### src/hw/rtl/stev_pkg.sv
package stev_pkg;

    // Table geometry and number formats.
    localparam int MAX_KNOTS    = 64;
    localparam int IDX_W        = $clog2(MAX_KNOTS);
    localparam int KCOUNT_W     = 7;
    localparam int DATA_W       = 32;
    localparam int HALF_W       = 32;
    localparam int WIDE_W       = 64;
    localparam int PROD_W       = 2 * WIDE_W;
    localparam int FRAC_BITS    = 16;
    localparam int LIM_BIT      = 62;
    localparam int DIFF_W       = DATA_W + 1;
    localparam int NUM_W        = 2 * DIFF_W;
    localparam int CNT_W        = $clog2(NUM_W);
    localparam int CFG_IDX_W    = 2;
    localparam int CFG_DATA_W   = KCOUNT_W;

    // Item kinds.
    localparam logic ACT_WRITE  = 1'b0;
    localparam logic ACT_QUERY  = 1'b1;

    // Configuration register indexes.
    localparam logic [CFG_IDX_W-1:0] CFG_INTERP = 2'd0;
    localparam logic [CFG_IDX_W-1:0] CFG_EXTRAP = 2'd1;
    localparam logic [CFG_IDX_W-1:0] CFG_KCOUNT = 2'd2;

    // Mode codes.
    localparam logic INTERP_LINEAR = 1'b0;
    localparam logic INTERP_CUBIC  = 1'b1;
    localparam logic EXTRAP_LINEAR = 1'b0;
    localparam logic EXTRAP_FLAT   = 1'b1;

    typedef struct packed {
        logic                     action;
        logic [IDX_W-1:0]         entry_index;
        logic signed [DATA_W-1:0] knot_pos;
        logic signed [DATA_W-1:0] knot_val;
        logic signed [DATA_W-1:0] lin_coef;
        logic signed [DATA_W-1:0] quad_coef;
        logic signed [DATA_W-1:0] cube_coef;
        logic signed [DATA_W-1:0] query_pos;
    } req_t;

    typedef struct packed {
        logic signed [DATA_W-1:0] result_val;
        logic [IDX_W-1:0]         segment_index;
        logic                     saturated;
    } rsp_t;

    typedef struct packed {
        logic [CFG_IDX_W-1:0]  index;
        logic [CFG_DATA_W-1:0] data;
    } cfg_t;

    // One table entry as held in the knot memory.
    typedef struct packed {
        logic signed [DATA_W-1:0] pos;
        logic signed [DATA_W-1:0] val;
        logic signed [DATA_W-1:0] lin;
        logic signed [DATA_W-1:0] quad;
        logic signed [DATA_W-1:0] cube;
    } entry_t;

endpackage

### src/hw/rtl/stev_mul.sv
module stev_mul (
    input  logic                                clk,
    input  logic                                rst_n,
    input  logic                                start,
    input  logic signed [stev_pkg::WIDE_W-1:0]  a,
    input  logic signed [stev_pkg::WIDE_W-1:0]  b,
    output logic                                done,
    output logic signed [stev_pkg::WIDE_W-1:0]  fx_res,
    output logic [stev_pkg::PROD_W-1:0]         prod,
    output logic                                neg
);
    import stev_pkg::*;

    localparam logic [2:0] PH_FIN = 3'd4;

    logic [WIDE_W-1:0]        ma_reg;
    logic [WIDE_W-1:0]        mb_reg;
    logic [PROD_W-1:0]        acc_reg;
    logic [2:0]               phase_reg;
    logic                     busy_reg;
    logic                     done_reg;
    logic                     neg_reg;
    logic signed [WIDE_W-1:0] res_reg;

    logic [HALF_W-1:0]        a_half;
    logic [HALF_W-1:0]        b_half;
    logic [WIDE_W-1:0]        pp;
    logic [1:0]               sh;
    logic [PROD_W-1:0]        pp_sh;
    logic                     big;
    logic                     frac;
    logic [WIDE_W-1:0]        mag;

    // One 32 by 32 partial product a cycle, shifted into place.
    always_comb
    begin
        a_half = phase_reg[1] ? ma_reg[WIDE_W-1:HALF_W] : ma_reg[HALF_W-1:0];
        b_half = phase_reg[0] ? mb_reg[WIDE_W-1:HALF_W] : mb_reg[HALF_W-1:0];
        pp     = a_half * b_half;
        sh     = {1'b0, phase_reg[1]} + {1'b0, phase_reg[0]};
        pp_sh  = {{(PROD_W-WIDE_W){1'b0}}, pp} << {sh, 5'd0};
    end

    // Scale by the fraction width, round toward minus infinity and clamp.
    always_comb
    begin
        big  = |acc_reg[PROD_W-1:LIM_BIT+FRAC_BITS];
        frac = |acc_reg[FRAC_BITS-1:0];
        if (big)
        begin
            mag = WIDE_W'(1) << LIM_BIT;
        end
        else
        begin
            mag = {{(WIDE_W-LIM_BIT){1'b0}}, acc_reg[LIM_BIT+FRAC_BITS-1:FRAC_BITS]}
                  + WIDE_W'(neg_reg && frac);
        end
    end

    always_ff @(posedge clk or negedge rst_n)
    begin
        if (!rst_n)
        begin
            busy_reg  <= 1'b0;
            done_reg  <= 1'b0;
            phase_reg <= '0;
        end
        else
        begin
            done_reg <= 1'b0;
            if (start)
            begin
                busy_reg  <= 1'b1;
                phase_reg <= '0;
            end
            else if (busy_reg)
            begin
                if (phase_reg == PH_FIN)
                begin
                    busy_reg <= 1'b0;
                    done_reg <= 1'b1;
                end
                else
                begin
                    phase_reg <= phase_reg + 3'd1;
                end
            end
        end
    end

    // Operand magnitudes, accumulator and result.
    always_ff @(posedge clk)
    begin
        if (start)
        begin
            ma_reg  <= a[WIDE_W-1] ? WIDE_W'(-a) : WIDE_W'(a);
            mb_reg  <= b[WIDE_W-1] ? WIDE_W'(-b) : WIDE_W'(b);
            neg_reg <= a[WIDE_W-1] ^ b[WIDE_W-1];
            acc_reg <= '0;
        end
        else if (busy_reg)
        begin
            if (phase_reg == PH_FIN)
            begin
                res_reg <= neg_reg ? -$signed(mag) : $signed(mag);
            end
            else
            begin
                acc_reg <= acc_reg + pp_sh;
            end
        end
    end

    assign done   = done_reg;
    assign fx_res = res_reg;
    assign prod   = acc_reg;
    assign neg    = neg_reg;

endmodule

### config.mk
export PLATFORM = sky130hd
export DESIGN_NAME = stev_mul
export DESIGN_NICKNAME = d
export VERILOG_FILES = /design/src/hw/rtl/stev_pkg.sv /design/src/hw/rtl/stev_mul.sv
export SDC_FILE = /design/constraint.sdc
export NUM_CORES = 2
export LEC_CHECK = 0
export BUFFER_PORTS_ARGS = -buffer_cell sky130_fd_sc_hd__buf_2
export CORE_ASPECT_RATIO = 0.75
export CORE_MARGIN = 10
export CORE_UTILIZATION = 57
export DETAILED_ROUTE_END_ITERATION = 7
export PLACE_DENSITY = 0.75
export RECOVER_POWER = 25
export REMOVE_ABC_BUFFERS = 1
export SETUP_SLACK_MARGIN = 0.2
export SLEW_MARGIN = 20
export SYNTH_ARGS = -nofsm -noshare
export SYNTH_HDL_FRONTEND = slang
export SYNTH_SLANG_ARGS = --single-unit
### constraint.sdc
create_clock -name clk -period 29.1 [get_ports clk]
set_clock_uncertainty 0.15 [all_clocks]
set_input_delay 4.365 -clock clk [delete_from_list [all_inputs] [get_ports clk]]
set_output_delay 4.365 -clock clk [all_outputs]
set_load 0.05 [all_outputs]
==> results summary <==
The run finished, with violations left. The checks that failed: capacitance limit, slew limit. A synthesized cell averages 8.42 sq um. The number of flip-flops in the largest register is 128. The slack of the worst reg-to-reg path is 13.47 ns. The routed via count divided by cell count came out at 6.26. For this run, the top clock speed supported by timing is 64.0 MHz. The capturing element type of the critical path is a flip-flop. The first-pass iteration count of the detailed router is 6. The fraction of final layout cells with drive strength greater than 1 came out at under 10%.

The deepest level of the CTS H-tree came out at 2. During I/O placement, the number of pins put on the boundary was 325. The initial cell density of the core came out at 57.3%. The final setup violation count is 0. The placed instance count came out at 8428. Dividing the final minimum period by the clock period gives between 50% and 60%. The number of input and output port buffers inserted came out at 324.

The first-pass GRT wire length is 323000 microns. The final HPWL from detailed placement is 173000 microns. The number of nets in the final layout is around 8500.

The worst hold path belongs to the class reg2reg. Setup repair after global routing left no endpoint under its margin. The dominant cell type by count on the critical path is sky130_fd_sc_hd__fa_1. The number of buffers on the longest clock path came out at 3. Along the worst path, the maximum fanout reaches 48. The most used flip-flop cell after synthesis is sky130_fd_sc_hd__edfxtp_1.

Sorting the synthesized cells by area gives the leading types as sky130_fd_sc_hd__fa_1, sky130_fd_sc_hd__edfxtp_1, sky130_fd_sc_hd__ha_1, sky130_fd_sc_hd__inv_1, sky130_fd_sc_hd__nor2_1. The synthesis warning total came out at 0. The post-synthesis instance area came out at 59100 sq um.

The share of synthesized flip-flops with an asynchronous set or reset is under 10%. The initial antenna violation count is 10. The area of the multi-input gates is 45800 sq um.

In this run, synthesis inferred 193 flip-flops with an integrated enable. The critical path is of the reg2reg type. The floorplan step set the die width to 392 microns. The number of standard-cell rows in the floorplan is 102.

The required time at the worst-slack endpoint is approximately 29 ns. The number of buffers inserted to repair setup after CTS is 0. The vertical extent of the die came out at 299 microns.

The number of hold-slack violations in the final timing report came out at 0. The root buffer cell chosen for the clock tree is sky130_fd_sc_hd__clkbuf_16. After synthesis, the largest area contributor takes up 30.4% of total cell area. The number of DRC markers in iteration 0 is between 6000 and 7000.

Counting the fill cells in the layout gives 9031. The core region is approximately 100000 sq um. The overall track demand over capacity in global routing came out at a little over a third.

The total congestion overflow after global routing is 0. The cell with the biggest individual delay on the critical path is sky130_fd_sc_hd__nor4_1. Summed over all instances, the cell type with the most area after synthesis is sky130_fd_sc_hd__fa_1. The clock-pin slew on the worst setup and hold paths came out at 0.07 ns.

Clock tree synthesis found a total of approximately 330 sinks. The setup TNS after final layout is 0 ns. The number of routed nets with antenna violations is 0.

The sequential cells in the finished layout cover a total of 8490 sq um. The worst setup path is launched from a flip-flop. TritonCTS built the clock tree.

The area growth from synthesis to final layout is 7.27%. The per-cell routed wire length is about 25 microns. The sequential cell area fraction in the yosys report is 14.3%. TritonCTS created 41 clock buffers. The post-synthesis register bit count is 326. In this run, post-CTS repair resized a total of 0 instances. The data arrival time of the critical path came out at 15.90 ns. The max-slew violation count is 267. Across the run, the number of max-cap violations was 6. Routability-driven placement finished with a final weighted congestion of 1.04. The routed via count is 53300. The number of global-route vias before repair was 51800. The count of placed standard cells in the final layout, fillers left out is 8508.

The post-route core utilization came out at 61.5%. The relative max-transition margin is -99.7%. Buffers inserted to repair hold after CTS numbered 0. Entering global routing, the biggest net connects 73 pins. The total die area is 117000 sq um.

Yosys mapped the design onto 82 distinct sky130hd cell types. Subtracting the final worst setup slack from the clock period gives 15.63 ns. Synthesis handed over a netlist of 7024 instances. The largest stage delay on the critical path is 0.93 ns. The final layout contains routed wiring with a total length of 215000 microns. At the later pin of the worst-skew pair, clock insertion delay measures 0.63 ns. The total DRC errors in the routed layout is 0. At the pin with the least slew margin, the transition time is approximately 3.0 ns.
## layout by cell type (no fill, tap or decap), types with 14 or more instances in the layout
cell,synthesis,layout
sky130_fd_sc_hd__inv_1,968,969
sky130_fd_sc_hd__nor2_1,907,906
sky130_fd_sc_hd__fa_1,897,897
sky130_fd_sc_hd__nand2_1,751,751
sky130_fd_sc_hd__a21oi_1,497,496
sky130_fd_sc_hd__ha_1,397,397
sky130_fd_sc_hd__xnor2_1,323,321
sky130_fd_sc_hd__buf_2,1,281
sky130_fd_sc_hd__o21ai_0,267,267
sky130_fd_sc_hd__edfxtp_1,193,193
sky130_fd_sc_hd__dfxtp_1,128,128
sky130_fd_sc_hd__a21o_1,116,116
sky130_fd_sc_hd__xor2_1,106,106
sky130_fd_sc_hd__buf_4,0,106
sky130_fd_sc_hd__nand4_1,104,104
sky130_fd_sc_hd__nand3_1,83,83
sky130_fd_sc_hd__nor3_1,72,71
sky130_fd_sc_hd__mux2_2,65,65
sky130_fd_sc_hd__o31ai_1,58,58
sky130_fd_sc_hd__or3_1,54,54
sky130_fd_sc_hd__and2_1,52,51
sky130_fd_sc_hd__clkbuf_1,361,51
sky130_fd_sc_hd__nor4_1,46,46
sky130_fd_sc_hd__o21bai_1,46,46
sky130_fd_sc_hd__clkbuf_16,0,42
sky130_fd_sc_hd__nand2b_1,39,39
sky130_fd_sc_hd__o22ai_1,38,38
sky130_fd_sc_hd__mux2i_1,76,36
sky130_fd_sc_hd__mux2i_2,0,33
sky130_fd_sc_hd__and3_1,31,31
sky130_fd_sc_hd__a31oi_1,30,30
sky130_fd_sc_hd__or4_1,29,28
sky130_fd_sc_hd__and4_1,23,23
sky130_fd_sc_hd__o21a_1,22,22
sky130_fd_sc_hd__o41ai_1,20,20
sky130_fd_sc_hd__or2_2,16,16
sky130_fd_sc_hd__a211oi_1,15,15
sky130_fd_sc_hd__o211ai_1,14,14
## logic make-up (layout without fill, tap and decap cells)
family,after synthesis,count (layout),share of synthesized area [%]
buffers and inverters,1353,1480,8.62
adder cells (fa/ha/maj),1294,1294,38.8
flip-flops,326,326,14.3
XOR/XNOR,429,429,6.36
multiplexers,141,141,2.52
AO/OA/AOI/OAI,1238,1238,12.7
AND/OR/NAND/NOR,2243,2243,16.7
other,0,5,0
## stage by stage
| step | hold WS (ns) | area [sq um] | setup WS, ns |
|---|---|---|---|
| after floorplan | 0.376 | 57700 | 15.26 |
| after CTS | 0.359 | 63500 | 14.03 |
| final | 0.363 | 63400 | 13.47 |
| after global placement | 0.340 | 62100 | 14.21 |
| after global routing | 0.401 | 63400 | 12.82 |
| after detailed placement | 0.349 | 62100 | 14.11 |
## critical path, delay by kind of cell (launching register included)
family                   cells  cell delay, ns
adder cells (fa/ha/maj)     10            4.95
AO/OA/AOI/OAI               13            4.16
AND/OR/NAND/NOR             11            2.84
buffers and inverters        9            1.63
flip-flops                   1            0.67
multiplexers                 2            0.50
XOR/XNOR                     2            0.47
## cell usage after synthesis (all sizes together) (76+ instances only)
master	count
inv	969
nor2	907
fa	897
nand2	751
a21oi	497
ha	397
clkbuf	362
xnor2	323
o21ai	268
edfxtp	193
dfxtp	128
a21o	116
xor2	106
nand4	104
nand3	83
mux2i	76
## area by class of cell
cell class | instances | share of cell area (%)
diodes | 5 | 0.0197
clock buffers | 49 | 1.76
clock inverters | 26 | 0.454
inverters | 970 | 5.74
multi-input cells | 5345 | 72.2
flip-flops and latches | 326 | 13.4
well taps | 1352 | 2.67
repair buffers | 435 | 3.76
## worst paths after layout
| path | from | end | depth (start not counted) |
|---|---|---|---|
| max | phase_reg[1] | prod[127] | 47 |
| min | prod[6] | prod[6] | 2 |
| max reg2reg | phase_reg[1] | prod[127] | 47 |
| min reg2reg | prod[6] | prod[6] | 2 |
| max in group asynchronous | rst_n | phase_reg[1] | 1 |
| min in group asynchronous | rst_n | busy_reg | 1 |
## metal layers
layer	GRT usage [%]	wire length, microns	vias to the layer above
met4	10.7	7620	10
li1	-	-	23100
met2	49.7	86800	3399
met5	0	330	-
met1	50.6	86400	26200
met3	15.8	33900	469
Power is left out: the tool's default activity adds up to more than one toggle a clock period on the data nets, which glitch-free logic cannot reach.
