[src/hw/rtl/stev_pkg.sv]
package stev_pkg;

    // Table geometry and number formats.
    localparam int MAX_KNOTS    = 64;
    localparam int IDX_W        = $clog2(MAX_KNOTS);
    localparam int KCOUNT_W     = 7;
    localparam int DATA_W       = 32;
    localparam int HALF_W       = 32;
    localparam int WIDE_W       = 64;
    localparam int PROD_W       = 2 * WIDE_W;
    localparam int FRAC_BITS    = 16;
    localparam int LIM_BIT      = 62;
    localparam int DIFF_W       = DATA_W + 1;
    localparam int NUM_W        = 2 * DIFF_W;
    localparam int CNT_W        = $clog2(NUM_W);
    localparam int CFG_IDX_W    = 2;
    localparam int CFG_DATA_W   = KCOUNT_W;

    // Item kinds.
    localparam logic ACT_WRITE  = 1'b0;
    localparam logic ACT_QUERY  = 1'b1;

    // Configuration register indexes.
    localparam logic [CFG_IDX_W-1:0] CFG_INTERP = 2'd0;
    localparam logic [CFG_IDX_W-1:0] CFG_EXTRAP = 2'd1;
    localparam logic [CFG_IDX_W-1:0] CFG_KCOUNT = 2'd2;

    // Mode codes.
    localparam logic INTERP_LINEAR = 1'b0;
    localparam logic INTERP_CUBIC  = 1'b1;
    localparam logic EXTRAP_LINEAR = 1'b0;
    localparam logic EXTRAP_FLAT   = 1'b1;

    typedef struct packed {
        logic                     action;
        logic [IDX_W-1:0]         entry_index;
        logic signed [DATA_W-1:0] knot_pos;
        logic signed [DATA_W-1:0] knot_val;
        logic signed [DATA_W-1:0] lin_coef;
        logic signed [DATA_W-1:0] quad_coef;
        logic signed [DATA_W-1:0] cube_coef;
        logic signed [DATA_W-1:0] query_pos;
    } req_t;

    typedef struct packed {
        logic signed [DATA_W-1:0] result_val;
        logic [IDX_W-1:0]         segment_index;
        logic                     saturated;
    } rsp_t;

    typedef struct packed {
        logic [CFG_IDX_W-1:0]  index;
        logic [CFG_DATA_W-1:0] data;
    } cfg_t;

    // One table entry as held in the knot memory.
    typedef struct packed {
        logic signed [DATA_W-1:0] pos;
        logic signed [DATA_W-1:0] val;
        logic signed [DATA_W-1:0] lin;
        logic signed [DATA_W-1:0] quad;
        logic signed [DATA_W-1:0] cube;
    } entry_t;

endpackage

[src/hw/rtl/stev_div.sv]
module stev_div (
    input  logic                                clk,
    input  logic                                rst_n,
    input  logic                                start,
    input  logic [stev_pkg::NUM_W-1:0]          num,
    input  logic [stev_pkg::DIFF_W-1:0]         den,
    input  logic                                neg,
    output logic                                done,
    output logic signed [stev_pkg::WIDE_W-1:0]  quot
);
    import stev_pkg::*;

    logic [NUM_W-1:0]         num_reg;
    logic [DIFF_W-1:0]        den_reg;
    logic [DIFF_W-1:0]        rem_reg;
    logic [NUM_W-1:0]         quot_reg;
    logic [CNT_W-1:0]         cnt_reg;
    logic                     busy_reg;
    logic                     fin_reg;
    logic                     done_reg;
    logic                     neg_reg;
    logic signed [WIDE_W-1:0] res_reg;

    logic [DIFF_W:0]          trial;
    logic                     ge;
    logic [DIFF_W:0]          diff;
    logic [WIDE_W-1:0]        mag;

    // One restoring step a cycle.
    always_comb
    begin
        trial = {rem_reg, num_reg[NUM_W-1]};
        ge    = trial >= {1'b0, den_reg};
        diff  = trial - {1'b0, den_reg};
        if (|quot_reg[NUM_W-1:LIM_BIT])
        begin
            mag = WIDE_W'(1) << LIM_BIT;
        end
        else
        begin
            mag = {{(WIDE_W-LIM_BIT){1'b0}}, quot_reg[LIM_BIT-1:0]};
        end
    end

    always_ff @(posedge clk or negedge rst_n)
    begin
        if (!rst_n)
        begin
            busy_reg <= 1'b0;
            fin_reg  <= 1'b0;
            done_reg <= 1'b0;
            cnt_reg  <= '0;
        end
        else
        begin
            done_reg <= 1'b0;
            if (start)
            begin
                busy_reg <= 1'b1;
                fin_reg  <= 1'b0;
                cnt_reg  <= CNT_W'(NUM_W - 1);
            end
            else if (busy_reg)
            begin
                if (cnt_reg == '0)
                begin
                    busy_reg <= 1'b0;
                    fin_reg  <= 1'b1;
                end
                else
                begin
                    cnt_reg <= cnt_reg - CNT_W'(1);
                end
            end
            else if (fin_reg)
            begin
                fin_reg  <= 1'b0;
                done_reg <= 1'b1;
            end
        end
    end

    always_ff @(posedge clk)
    begin
        if (start)
        begin
            num_reg  <= num;
            den_reg  <= den;
            neg_reg  <= neg;
            rem_reg  <= '0;
            quot_reg <= '0;
        end
        else if (busy_reg)
        begin
            num_reg  <= num_reg << 1;
            rem_reg  <= ge ? diff[DIFF_W-1:0] : trial[DIFF_W-1:0];
            quot_reg <= {quot_reg[NUM_W-2:0], ge};
        end
        else if (fin_reg)
        begin
            res_reg <= neg_reg ? -$signed(mag) : $signed(mag);
        end
    end

    assign done = done_reg;
    assign quot = res_reg;

endmodule

[config.mk]
export PLATFORM = sky130hd
export DESIGN_NAME = stev_div
export DESIGN_NICKNAME = d
export VERILOG_FILES = /design/src/hw/rtl/stev_pkg.sv /design/src/hw/rtl/stev_div.sv
export SDC_FILE = /design/constraint.sdc
export NUM_CORES = 1
export LEC_CHECK = 0
export ABC_AREA = 1
export BUFFER_PORTS_ARGS = -buffer_cell sky130_fd_sc_hd__buf_2
export CAP_MARGIN = 20
export CORE_MARGIN = 2
export CORE_UTILIZATION = 54
export CTS_CLUSTER_DIAMETER = 100
export CTS_CLUSTER_SIZE = 8
export DETAILED_ROUTE_END_ITERATION = 6
export PLACE_DENSITY = 0.8
export RECOVER_POWER = 50
export SETUP_SLACK_MARGIN = 0.5
export SLEW_MARGIN = 15
export SYNTH_ARGS = -nofsm -noshare
export SYNTH_HDL_FRONTEND = slang
export SYNTH_SLANG_ARGS = --single-unit
[constraint.sdc]
create_clock -name clk -period 5.1 [get_ports clk]
set_input_delay 1.275 -clock clk [delete_from_list [all_inputs] [get_ports clk]]
set_output_delay 1.275 -clock clk [all_outputs]
set_load 0.05 [all_outputs]
==> flow_summary.html, run 1 <==
<table>
<tr><th>Metric</th><th>Value</th></tr>
<tr><th colspan="2">STA</th></tr>
<tr><td>Timing-limited maximum frequency</td><td>between 200 and 300 MHz</td></tr>
<tr><td>Tightest Pin Transition</td><td>~2800 ps</td></tr>
<tr><td>Total negative slack for setup checks</td><td>0 ps</td></tr>
<tr><td>Count of endpoints failing setup in the final report</td><td>0</td></tr>
<tr><td>Final slew viol count</td><td>188</td></tr>
<tr><td>Count of final hold-check violations</td><td>0</td></tr>
<tr><td>Minimum period implied by the final worst setup slack</td><td>3970 ps</td></tr>
<tr><td>Unrepaired setup endpoints after global routing</td><td>false</td></tr>
<tr><td>Clock Skew</td><td>~21 ps</td></tr>
<tr><td>Max-slew headroom at the worst pin</td><td>-87.1%</td></tr>
<tr><td>Period Utilization, post-route</td><td>77.9%</td></tr>
<tr><th colspan="2">Critical path</th></tr>
<tr><td>Worst reg-to-reg setup slack</td><td>roughly 1100 ps</td></tr>
<tr><td>R2r worst-path depth</td><td>12</td></tr>
<tr><td>Delay-heaviest family, CP</td><td>buffers and inverters</td></tr>
<tr><td>Max stage delay on crit path</td><td>970 ps</td></tr>
<tr><td>Cell-by-cell trace of the critical path</td><td>nor2_2, clkbuf_1, nand2_4, inv_1, o21ai_0, nand2_1, inv_1, nand2_1, nor2_1, nand3_1, nand2_1, xor2_1</td></tr>
<tr><td>Critical-path cell with the highest stage delay</td><td>inv_1</td></tr>
<tr><td>Arrival time worst endpoint</td><td>between 4000 and 5000 ps</td></tr>
<tr><td>Cell mode on critical path</td><td>nand2_1</td></tr>
<tr><td>Worst setup path category</td><td>reg2reg</td></tr>
<tr><td>Count of buffering cells on the critical path with inverters included</td><td>3</td></tr>
<tr><td>Data required time at the worst endpoint</td><td>approximately 5400 ps</td></tr>
<tr><td>FF-to-FF End</td><td>quot[45]$_DFFE_PP_</td></tr>
<tr><td>CP Launch Type</td><td>flip-flop</td></tr>
<tr><td>Beginning of the worst register-to-register path</td><td>quot_reg[62]$_SDFFE_PP0P_</td></tr>
<tr><td>Endpoint kind of the worst setup timing path</td><td>flip-flop</td></tr>
<tr><td>Worst-path fanout max</td><td>between 40 and 50</td></tr>
<tr><th colspan="2">Clock tree</th></tr>
<tr><td>Count of clock tree sinks</td><td>~270</td></tr>
<tr><td>H-tree levels</td><td>2</td></tr>
<tr><td>Number of buffers on the longest clock path</td><td>3</td></tr>
<tr><td>Clock-pin slew on the worst setup and hold paths</td><td>50 ps</td></tr>
<tr><td>Clock tree from TritonCTS</td><td>yes</td></tr>
<tr><td>Number of CTS-inserted buffers</td><td>40</td></tr>
<tr><td>Post-CTS setup-driven buffer insertion count</td><td>0</td></tr>
<tr><td>Later-pin clock latency in the skew report</td><td>540 ps</td></tr>
<tr><td>Master cell of the clock root buffer</td><td>clkbuf_16</td></tr>
<tr><td>PostCTS Resize Cnt</td><td>0</td></tr>
<tr><td>Cts hold-fix bufs</td><td>0</td></tr>
<tr><th colspan="2">Run status</th></tr>
<tr><td>Violations in the final reports</td><td>design-rule violations, max-capacitance violations, max-slew violations</td></tr>
<tr><td>Status</td><td>finished with violations</td></tr>
<tr><th colspan="2">Global routing</th></tr>
<tr><td>Global-route wire length before repair</td><td>between 60000 and 70000 um</td></tr>
<tr><td>Total routing resource utilization after global routing</td><td>26.6%</td></tr>
<tr><td>Overflow after GRT</td><td>0</td></tr>
<tr><td>Vias in the first global route</td><td>12700</td></tr>
<tr><td>Largest net degree at the start of global routing</td><td>a little over 70</td></tr>
<tr><td>Antenna violations before repair</td><td>0</td></tr>
<tr><th colspan="2">Finish</th></tr>
<tr><td>Highest-count cells in the layout ignoring fill and taps</td><td>nand2_1 (776), inv_1 (279), nor2_1 (171)</td></tr>
<tr><td>N_diodes</td><td>0</td></tr>
<tr><td>Count of nets after finishing</td><td>between 2000 and 2500</td></tr>
<tr><td>Synthesis-to-finish area growth</td><td>14.3%</td></tr>
<tr><td>Flip-flop count of the largest register, all copies and words added</td><td>130</td></tr>
<tr><td>Proportion of layout cells with a drive suffix above 1</td><td>8.49%</td></tr>
<tr><td>Most common cell after layout, fill and taps aside</td><td>nand2_1</td></tr>
<tr><td>Final cell count without fillers</td><td>2593</td></tr>
<tr><td>Filler Cells Inserted</td><td>between 2000 and 3000</td></tr>
<tr><th colspan="2">Yosys</th></tr>
<tr><td>Number of distinct standard cells referenced by the synthesized netlist</td><td>44</td></tr>
<tr><td>Dominant cells by area after synthesis</td><td>edfxtp_1 (32%), nand2_1 (19%), dfxtp_1 (13%)</td></tr>
<tr><td>Post-synthesis net count</td><td>about 2200</td></tr>
<tr><td>Proportion of netlist area held by the largest area contributor</td><td>between 30% and 40%</td></tr>
<tr><td>Mux share of post-synthesis cell area</td><td>0%</td></tr>
<tr><td>Synth Area in Adders</td><td>a little over 3%</td></tr>
<tr><td>Compound-gate portion of the synthesized area</td><td>6.51%</td></tr>
<tr><td>Area fraction in and, or, nand and nor cells after synthesis</td><td>31.0%</td></tr>
<tr><td>Sequential fraction of the synthesis area</td><td>between 40% and 50%</td></tr>
<tr><td>Post-synthesis cell type with the largest combined area</td><td>edfxtp_1</td></tr>
<tr><td>Area of the mapped netlist</td><td>between 15000 and 20000 um2</td></tr>
<tr><td>Total of flip-flops plus latches after synthesis</td><td>roughly 270</td></tr>
<tr><td>Xor and xnor fraction of the mapped netlist area</td><td>about 3.3%</td></tr>
<tr><td>Most instantiated flip-flop cell in the synthesis netlist</td><td>edfxtp_1</td></tr>
<tr><td>Count of flip-flops with a built-in enable after synthesis</td><td>164</td></tr>
<tr><td>Post-Syn Instances</td><td>roughly 2000</td></tr>
<tr><td>Number of warnings printed during yosys synthesis</td><td>0</td></tr>
<tr><td>Per-instance average area after synthesis</td><td>around 7.5 um2</td></tr>
<tr><td>Share of flip-flops with an asynchronous set or reset after synthesis</td><td>under 10%</td></tr>
<tr><td>Largest family of logic cells by synthesized area</td><td>simple AND/OR/NAND/NOR gates</td></tr>
<tr><th colspan="2">Placement</th></tr>
<tr><td>IO Port Bufs</td><td>167</td></tr>
<tr><td>Number of placed instances with taps included</td><td>about 2500</td></tr>
<tr><td>Weighted congestion reported at the end of routability-driven placement</td><td>between 0.9 and 1</td></tr>
<tr><td>DPL Wire Length</td><td>roughly 28000 um</td></tr>
<tr><th colspan="2">Floorplanning</th></tr>
<tr><td>Starting utilization of the core area</td><td>roughly 55%</td></tr>
<tr><td>Die Footprint</td><td>slightly below 30000 um2</td></tr>
<tr><td>Overall die height</td><td>~170 um</td></tr>
<tr><td>Area of the core</td><td>~28000 um2</td></tr>
<tr><td>I/O pin cnt</td><td>168</td></tr>
<tr><td>Chip width</td><td>approximately 170 um</td></tr>
<tr><td>Number of rows in the core area</td><td>61</td></tr>
<tr><th colspan="2">Hold path</th></tr>
<tr><td>Start point of the worst min-delay path</td><td>rem_reg[32]$_SDFFE_PP0P_</td></tr>
<tr><td>Worst hold path depth</td><td>2</td></tr>
<tr><td>Worst min-delay path category</td><td>reg2reg</td></tr>
<tr><td>Worst Hold Path EP</td><td>rem_reg[32]$_SDFFE_PP0P_</td></tr>
<tr><th colspan="2">Power and ir drop</th></tr>
<tr><td>Max IR drop VDD</td><td>0.000327 V</td></tr>
<tr><td>Power per standard cell area</td><td>roughly 450 nW/um2</td></tr>
<tr><td>Leakage power of the design</td><td>~8.8 nW</td></tr>
<tr><th colspan="2">Flow run</th></tr>
<tr><td>Max-capacitance violation count</td><td>3</td></tr>
<tr><th colspan="2">Drt</th></tr>
<tr><td>Pre-Repair DR Iteration Count</td><td>7</td></tr>
<tr><td>Routed via count</td><td>13600</td></tr>
<tr><td>Total wire length after detailed routing</td><td>about 40000 um</td></tr>
<tr><td>First-iteration detailed-routing DRC count</td><td>around 1200</td></tr>
<tr><td>Antenna Violating Nets Remaining</td><td>0</td></tr>
<tr><td>Routed wirelength normalized by instance count</td><td>about 15 um</td></tr>
<tr><td>Post-detailed-route via-to-cell ratio</td><td>between 5 and 6</td></tr>
<tr><td>Drt drc</td><td>1</td></tr>
</table>
[layout make-up]
type	instances	area, um2	share of cell area, %
sequential	273	7160	41.0
inverter	284	1070	6.13
clock buffer	70	1130	6.51
timing repair buffer	180	855	4.90
multi-input combinational	1405	6700	38.4
clock inverter	3	55.1	0.316
tap	378	473	2.71
[logic make-up after synthesis]
| kind of cell | Yosys count |
|---|---|
| buffers and inverters | 348 |
| AND/OR/NAND/NOR | 1146 |
| AO/OA/AOI/OAI | 165 |
| adder cells (fa/ha/maj) | 37 |
| XOR/XNOR | 57 |
| flip-flops | 273 |
[report_power, final]
| part | internal (W) | total [W] | switching, W |
|---|---|---|---|
| combinational | 0.000893 | 0.00254 | 0.00165 |
| clock | 0.00151 | 0.00246 | 0.000956 |
| sequential | 0.00264 | 0.00277 | 0.000134 |
[synth_stat cells, types with 16 or more instances]
master    count
o21ai_1      16
ha_1         36
nand3_1     110
nand4_1      18
nand3b_1     35
xor2_1       36
nor2_1      172
inv_1       278
dfxtp_1      99
o22ai_1      65
xnor2_1      21
nand2_1     775
clkbuf_1     35
a21oi_1      32
o21ai_0      30
edfxtp_1    164
[metrics by stage]
step / power (W) / util [%] / hold WS (ps) / cell area [um2] / worst slack [ps]
5_1_grt: 0.00827 / 62.8 / 482 / 17400 / 829
3_3_place_gp: 0.00523 / 58.8 / 440 / 16300 / 1330
4_1_cts: 0.00778 / 63.1 / 458 / 17500 / 1810
2_1_floorplan: 0.00471 / - / 426 / 15300 / 1010
3_5_place_dp: 0.00529 / 58.8 / 445 / 16300 / 1280
6_report: 0.00778 / 62.8 / 455 / 17400 / 1130
[worst max-delay path by stage]
stage                     cells past startpoint                       end  slack (ps)                      start
after global routing                         13        quot[53]$_DFFE_PP_         830  quot_reg[62]$_SDFFE_PP0P_
final                                        12        quot[45]$_DFFE_PP_        1130  quot_reg[62]$_SDFFE_PP0P_
after CTS                                     5  num_reg[0]$_SDFFCE_PN0P_        1810                      start
after floorplan                               4         quot[0]$_DFFE_PP_        1010                      start
after global placement                        5  num_reg[0]$_SDFFCE_PN0P_        1330                      start
after detailed placement                      5     num_reg[41]$_DFFE_PP_        1280                      start
[metal layers]
| metal | share of wire [%] | up-vias | track usage (%) |
|---|---|---|---|
| met5 | 0 | - | 0 |
| met4 | 2.5 | 0 | 8.29 |
| met3 | 9.1 | 81 | 5.65 |
| met2 | 44 | 558 | 42.3 |
| met1 | 44 | 6209 | 36.6 |
| li1 | - | 6770 | - |
[worst reg2reg max path, cell delays in order, from the launching register on]
cell and delay, ps:
dfxtp_1 320, nor2_2 100, clkbuf_1 890, nand2_4 50, inv_1 970, o21ai_0 440, nand2_1 200, inv_1 60
nand2_1 90, nor2_1 60, nand3_1 140, nand2_1 180, xor2_1 210
Note: power is estimated with default switching activity, not from simulation.
==> inputs of run 2 (changes only) <==
--- a/config.mk
+++ b/config.mk
@@ -5,15 +5,15 @@
 export SDC_FILE = /design/constraint.sdc
 export NUM_CORES = 1
 export LEC_CHECK = 0
-export ABC_AREA = 1
+export ABC_AREA = 0
 export BUFFER_PORTS_ARGS = -buffer_cell sky130_fd_sc_hd__buf_2
 export CAP_MARGIN = 20
 export CORE_MARGIN = 2
-export CORE_UTILIZATION = 54
+export CORE_UTILIZATION = 59
 export CTS_CLUSTER_DIAMETER = 100
 export CTS_CLUSTER_SIZE = 8
 export DETAILED_ROUTE_END_ITERATION = 6
-export PLACE_DENSITY = 0.8
+export PLACE_DENSITY = 0.84
 export RECOVER_POWER = 50
 export SETUP_SLACK_MARGIN = 0.5
 export SLEW_MARGIN = 15
==> constraint.sdc (replaced) <==
create_clock -name clk -period 3.92 [get_ports clk]
set_input_delay 0.98 -clock clk [delete_from_list [all_inputs] [get_ports clk]]
set_output_delay 0.98 -clock clk [all_outputs]
set_load 0.05 [all_outputs]
==> run 2 against run 1 <==
Synthesized area decreased by 8.8%. Worst setup slack got worse by 590 ps. Clock power rose by 28%. Synthesized cell count is 35% lower. Highest routed layer is now met5. Clock skew is 2.1 ps lower. Final area down 7.5%. The flow now finishes without violations. Utilization rose by 6.4 points.
==> flow_summary.html, run 2 <==
<table>
<tr><th>Metric</th><th>Value</th></tr>
<tr><th colspan="2">Run status</th></tr>
<tr><td>Status</td><td>complete, no violations</td></tr>
<tr><th colspan="2">Yosys</th></tr>
<tr><td>Post-synthesis net count</td><td>1447 (-33%)</td></tr>
<tr><td>Total of flip-flops plus latches after synthesis</td><td>273 (unchanged)</td></tr>
<tr><td>Post-Syn Instances</td><td>1307 (-35%)</td></tr>
<tr><td>Most instantiated flip-flop cell in the synthesis netlist</td><td>edfxtp_1</td></tr>
<tr><td>Share of flip-flops with an asynchronous set or reset after synthesis</td><td>3.66% (unchanged)</td></tr>
<tr><td>Proportion of netlist area held by the largest area contributor</td><td>35.4% (+3.1 points)</td></tr>
<tr><td>Sequential fraction of the synthesis area</td><td>51.5% (+4.5 points)</td></tr>
<tr><td>Post-synthesis cell type with the largest combined area</td><td>edfxtp_1</td></tr>
<tr><td>Number of warnings printed during yosys synthesis</td><td>0 (unchanged)</td></tr>
<tr><td>Commonest cells in the netlist</td><td>nor2_1 (174), edfxtp_1 (164), mux2i_1 (100), nand2_1 (100), dfxtp_1 (99)</td></tr>
<tr><td>Dominant cells by area after synthesis</td><td>edfxtp_1 (35%), dfxtp_1 (14%), mux2i_1 (7.2%)</td></tr>
<tr><td>Area of the mapped netlist</td><td>13900 um2 (-8.8%)</td></tr>
<tr><td>Count of flip-flops with a built-in enable after synthesis</td><td>164 (unchanged)</td></tr>
<tr><td>Cell with the most instances after synthesis</td><td>nor2_1</td></tr>
<tr><td>Number of distinct standard cells referenced by the synthesized netlist</td><td>63 (+43%)</td></tr>
<tr><td>Per-instance average area after synthesis</td><td>10.6 um2 (+41%)</td></tr>
<tr><th colspan="2">Power and ir drop</th></tr>
<tr><td>Switching share of power</td><td>32.6% (-2.6 points)</td></tr>
<tr><td>Power Total</td><td>0.0103 W (+32%)</td></tr>
<tr><td>Power share of the combinational group</td><td>33.2% (+0.5 points)</td></tr>
<tr><td>Power per standard cell area</td><td>636 nW/um2 (+43%)</td></tr>
<tr><td>Part of the power in the clock network</td><td>30.6% (-1.1 points)</td></tr>
<tr><td>Sw Pwr</td><td>0.00334 W (+22%)</td></tr>
<tr><td>Max IR drop VDD</td><td>0.000511 V (+56%)</td></tr>
<tr><td>Flop pwr share</td><td>36.2% (+0.5 points)</td></tr>
<tr><td>Total internal power</td><td>0.00692 W (+37%)</td></tr>
<tr><td>Leakage power of the design</td><td>6.99 nW (-21%)</td></tr>
<tr><th colspan="2">Finish</th></tr>
<tr><td>Final core utilization</td><td>69.1% (+6.4 points)</td></tr>
<tr><td>Flip-flop count of the largest register, all copies and words added</td><td>130 (unchanged)</td></tr>
<tr><td>Count of nets after finishing</td><td>1602 (-31%)</td></tr>
<tr><td>N_diodes</td><td>0 (unchanged)</td></tr>
<tr><td>Proportion of layout cells with a drive suffix above 1</td><td>16.7% (+8.2 points)</td></tr>
<tr><td>Synthesis-to-finish area growth</td><td>16.0%</td></tr>
<tr><td>Highest-count cells in the layout ignoring fill and taps</td><td>nor2_1 (174), edfxtp_1 (164), nand2_1 (100), mux2i_1 (100)</td></tr>
<tr><td>Final cell count without fillers</td><td>1813 (-30%)</td></tr>
<tr><td>Most common cell after layout, fill and taps aside</td><td>nor2_1</td></tr>
<tr><th colspan="2">Placement</th></tr>
<tr><td>IO Port Bufs</td><td>167 (unchanged)</td></tr>
<tr><td>Number of placed instances with taps included</td><td>1736 (-31%)</td></tr>
<tr><td>DPL Wire Length</td><td>20000 um (-29%)</td></tr>
<tr><td>Weighted congestion reported at the end of routability-driven placement</td><td>0.917 (-3.6%)</td></tr>
<tr><th colspan="2">Clock tree</th></tr>
<tr><td>Cts hold-fix bufs</td><td>0 (unchanged)</td></tr>
<tr><td>Count of clock tree sinks</td><td>273 (unchanged)</td></tr>
<tr><td>H-tree levels</td><td>2 (unchanged)</td></tr>
<tr><td>Number of buffers on the longest clock path</td><td>3 (unchanged)</td></tr>
<tr><td>Later-pin clock latency in the skew report</td><td>520 ps (-20 ps)</td></tr>
<tr><td>Number of CTS-inserted buffers</td><td>40 (unchanged)</td></tr>
<tr><td>Clock-pin slew on the worst setup and hold paths</td><td>50 ps (about the same)</td></tr>
<tr><td>Clock tree from TritonCTS</td><td>yes</td></tr>
<tr><td>Master cell of the clock root buffer</td><td>clkbuf_16</td></tr>
<tr><th colspan="2">STA</th></tr>
<tr><td>Count of endpoints failing setup in the final report</td><td>0 (unchanged)</td></tr>
<tr><td>Minimum period implied by the final worst setup slack</td><td>3390 ps</td></tr>
<tr><td>Final slew viol count</td><td>0 (-100%)</td></tr>
<tr><td>Unrepaired setup endpoints after global routing</td><td>true</td></tr>
<tr><td>Max-slew headroom at the worst pin</td><td>14.4% (+100 points)</td></tr>
<tr><td>Count of final hold-check violations</td><td>0 (unchanged)</td></tr>
<tr><td>Total negative slack for setup checks</td><td>0 ps (unchanged)</td></tr>
<tr><td>Period Utilization, post-route</td><td>86.4%</td></tr>
<tr><td>Clock Skew</td><td>19.0 ps (-2.09 ps)</td></tr>
<tr><td>Tightest Pin Transition</td><td>1280 ps (-1520 ps)</td></tr>
<tr><td>Timing-limited maximum frequency</td><td>295 MHz</td></tr>
<tr><th colspan="2">Hold path</th></tr>
<tr><td>Worst min-delay path category</td><td>in2async</td></tr>
<tr><th colspan="2">Drt</th></tr>
<tr><td>Post-detailed-route via-to-cell ratio</td><td>5.76 (+9.7%)</td></tr>
<tr><td>Total wire length after detailed routing</td><td>30200 um (-24%)</td></tr>
<tr><td>Routed via count</td><td>10400 (-23%)</td></tr>
<tr><td>Routed wirelength normalized by instance count</td><td>16.7 um (+9.2%)</td></tr>
<tr><td>Antenna Violating Nets Remaining</td><td>0 (unchanged)</td></tr>
<tr><td>Pre-Repair DR Iteration Count</td><td>5 (-2)</td></tr>
<tr><td>First-iteration detailed-routing DRC count</td><td>777 (-33%)</td></tr>
<tr><td>Drt drc</td><td>0 (-1)</td></tr>
<tr><th colspan="2">Critical path</th></tr>
<tr><td>Data required time at the worst endpoint</td><td>4060 ps (-1300 ps)</td></tr>
<tr><td>Worst-path fanout max</td><td>64 (+56%)</td></tr>
<tr><td>CP Launch Type</td><td>input pin</td></tr>
<tr><td>Arrival time worst endpoint</td><td>3530 ps (-700 ps)</td></tr>
<tr><td>Endpoint kind of the worst setup timing path</td><td>flip-flop</td></tr>
<tr><td>Worst setup path category</td><td>in2reg</td></tr>
<tr><th colspan="2">Global routing</th></tr>
<tr><td>Antenna violations before repair</td><td>1 (+1)</td></tr>
<tr><td>Largest net degree at the start of global routing</td><td>178 (+150%)</td></tr>
<tr><td>Overflow after GRT</td><td>0 (unchanged)</td></tr>
<tr><td>Vias in the first global route</td><td>10100 (-21%)</td></tr>
<tr><td>Global-route wire length before repair</td><td>48900 um (-22%)</td></tr>
<tr><td>Total routing resource utilization after global routing</td><td>24.4% (-2.3 points)</td></tr>
<tr><th colspan="2">Flow run</th></tr>
<tr><td>Max-capacitance violation count</td><td>0 (-3)</td></tr>
<tr><th colspan="2">Floorplanning</th></tr>
<tr><td>Area of the core</td><td>23300 um2 (-16%)</td></tr>
<tr><td>Chip width</td><td>158 um (-8.5%)</td></tr>
<tr><td>Overall die height</td><td>158 um (-8.5%)</td></tr>
<tr><td>Number of rows in the core area</td><td>56 (-8.2%)</td></tr>
<tr><td>Die Footprint</td><td>24800 um2 (-16%)</td></tr>
<tr><td>I/O pin cnt</td><td>168 (unchanged)</td></tr>
<tr><td>Starting utilization of the core area</td><td>59.6% (+4.7 points)</td></tr>
</table>
[run 2: cell types whose count changed in the layout (fill, tap and decap cells not counted), sizes merged, moves of 12 or more]
cell    change
nand2     -683
inv       -234
mux2i     +100
nand3     -100
mux2       +65
o22ai      -65
nand3b     -33
a211oi     +29
nor3       +22
a21oi      +21
a21o       +20
o31ai      +19
a31oi      +12
[run 2: cell families after synthesis]
group	share of synthesized area, %
compound gates	11.5
mux	12.5
simple gates	12.9
fa+ha+maj	3.38
xor+xnor	4.66
buf+inv	3.60
flops	51.5
[run 2: area by class of cell]
cell class	instances	area, um2
fill	1765	7200
sequential	273	7160
multi-input combinational	912	6300
clock buffer	71	1140
timing repair buffer	188	925
tap	319	399
inverter	47	180
clock inverter	3	26.3
[run 2: metrics by stage]
step / hold WS (ps) / cell area, um2 / worst slack, ps
after floorplan: 434 / 13900 / 118
after global placement: 465 / 15000 / 356
after detailed placement: 478 / 15000 / 224
after CTS: 311 / 16200 / 573
after global routing: 456 / 16100 / 306
final: 434 / 16100 / 534
[run 2: final timing paths]
path                                      startpoint                      end  slack [ps]  cells past startpoint
min                                            rst_n   cnt_reg[3]$_DFFE_PN0P_         430                      1
min in group clk             rem_reg[2]$_SDFFE_PP0P_  rem_reg[2]$_SDFFE_PP0P_         500                      2
min reg2reg                  rem_reg[2]$_SDFFE_PP0P_  rem_reg[2]$_SDFFE_PP0P_         500                      2
max in group asynchronous                      rst_n       busy_reg$_DFF_PN0_        3060                      1
max                                            start   quot[63]$_SDFFCE_PN0P_         530                      5
max reg2reg                quot_reg[63]$_SDFFE_PP0P_       quot[56]$_DFFE_PP_         580                      8
[run 2: power by group through the flow]
stage	Clock, W	Combinational, W	Sequential [W]
global placement	0	0.00317	0.00374
CTS	0.00321	0.00336	0.00371
detailed placement	0	0.00328	0.00376
global route	0.00333	0.00375	0.00376
floorplan	0	0.00258	0.00368
finish	0.00314	0.00341	0.00372
[run 2: metal layers]
layer	GRT usage, %	wire length (um)	share of wire [%]	vias up
li1	-	-	-	5049
met1	31.2	12500	42	4886
met2	40.2	14300	47	435
met3	6.03	2490	8.3	71
met4	9.13	867	2.9	2
met5	0	12	0.040	-
[run 2: worst max-delay path, cell delays in order]
cell and delay [ps]:
clkbuf_1 490, nor2_1 1060, clkinvlp_4 270, nor2_1 190, buf_6 450
[run 2: what timing repair did]
action / in CTS / in global routing
pin swaps: 1 / 1
resized for setup: 2 / 3
gates cloned: 1 / 0
endpoints found under the hold margin: 0 / 0
setup buffers: 2 / 0
setup endpoints to repair: 22 / 7
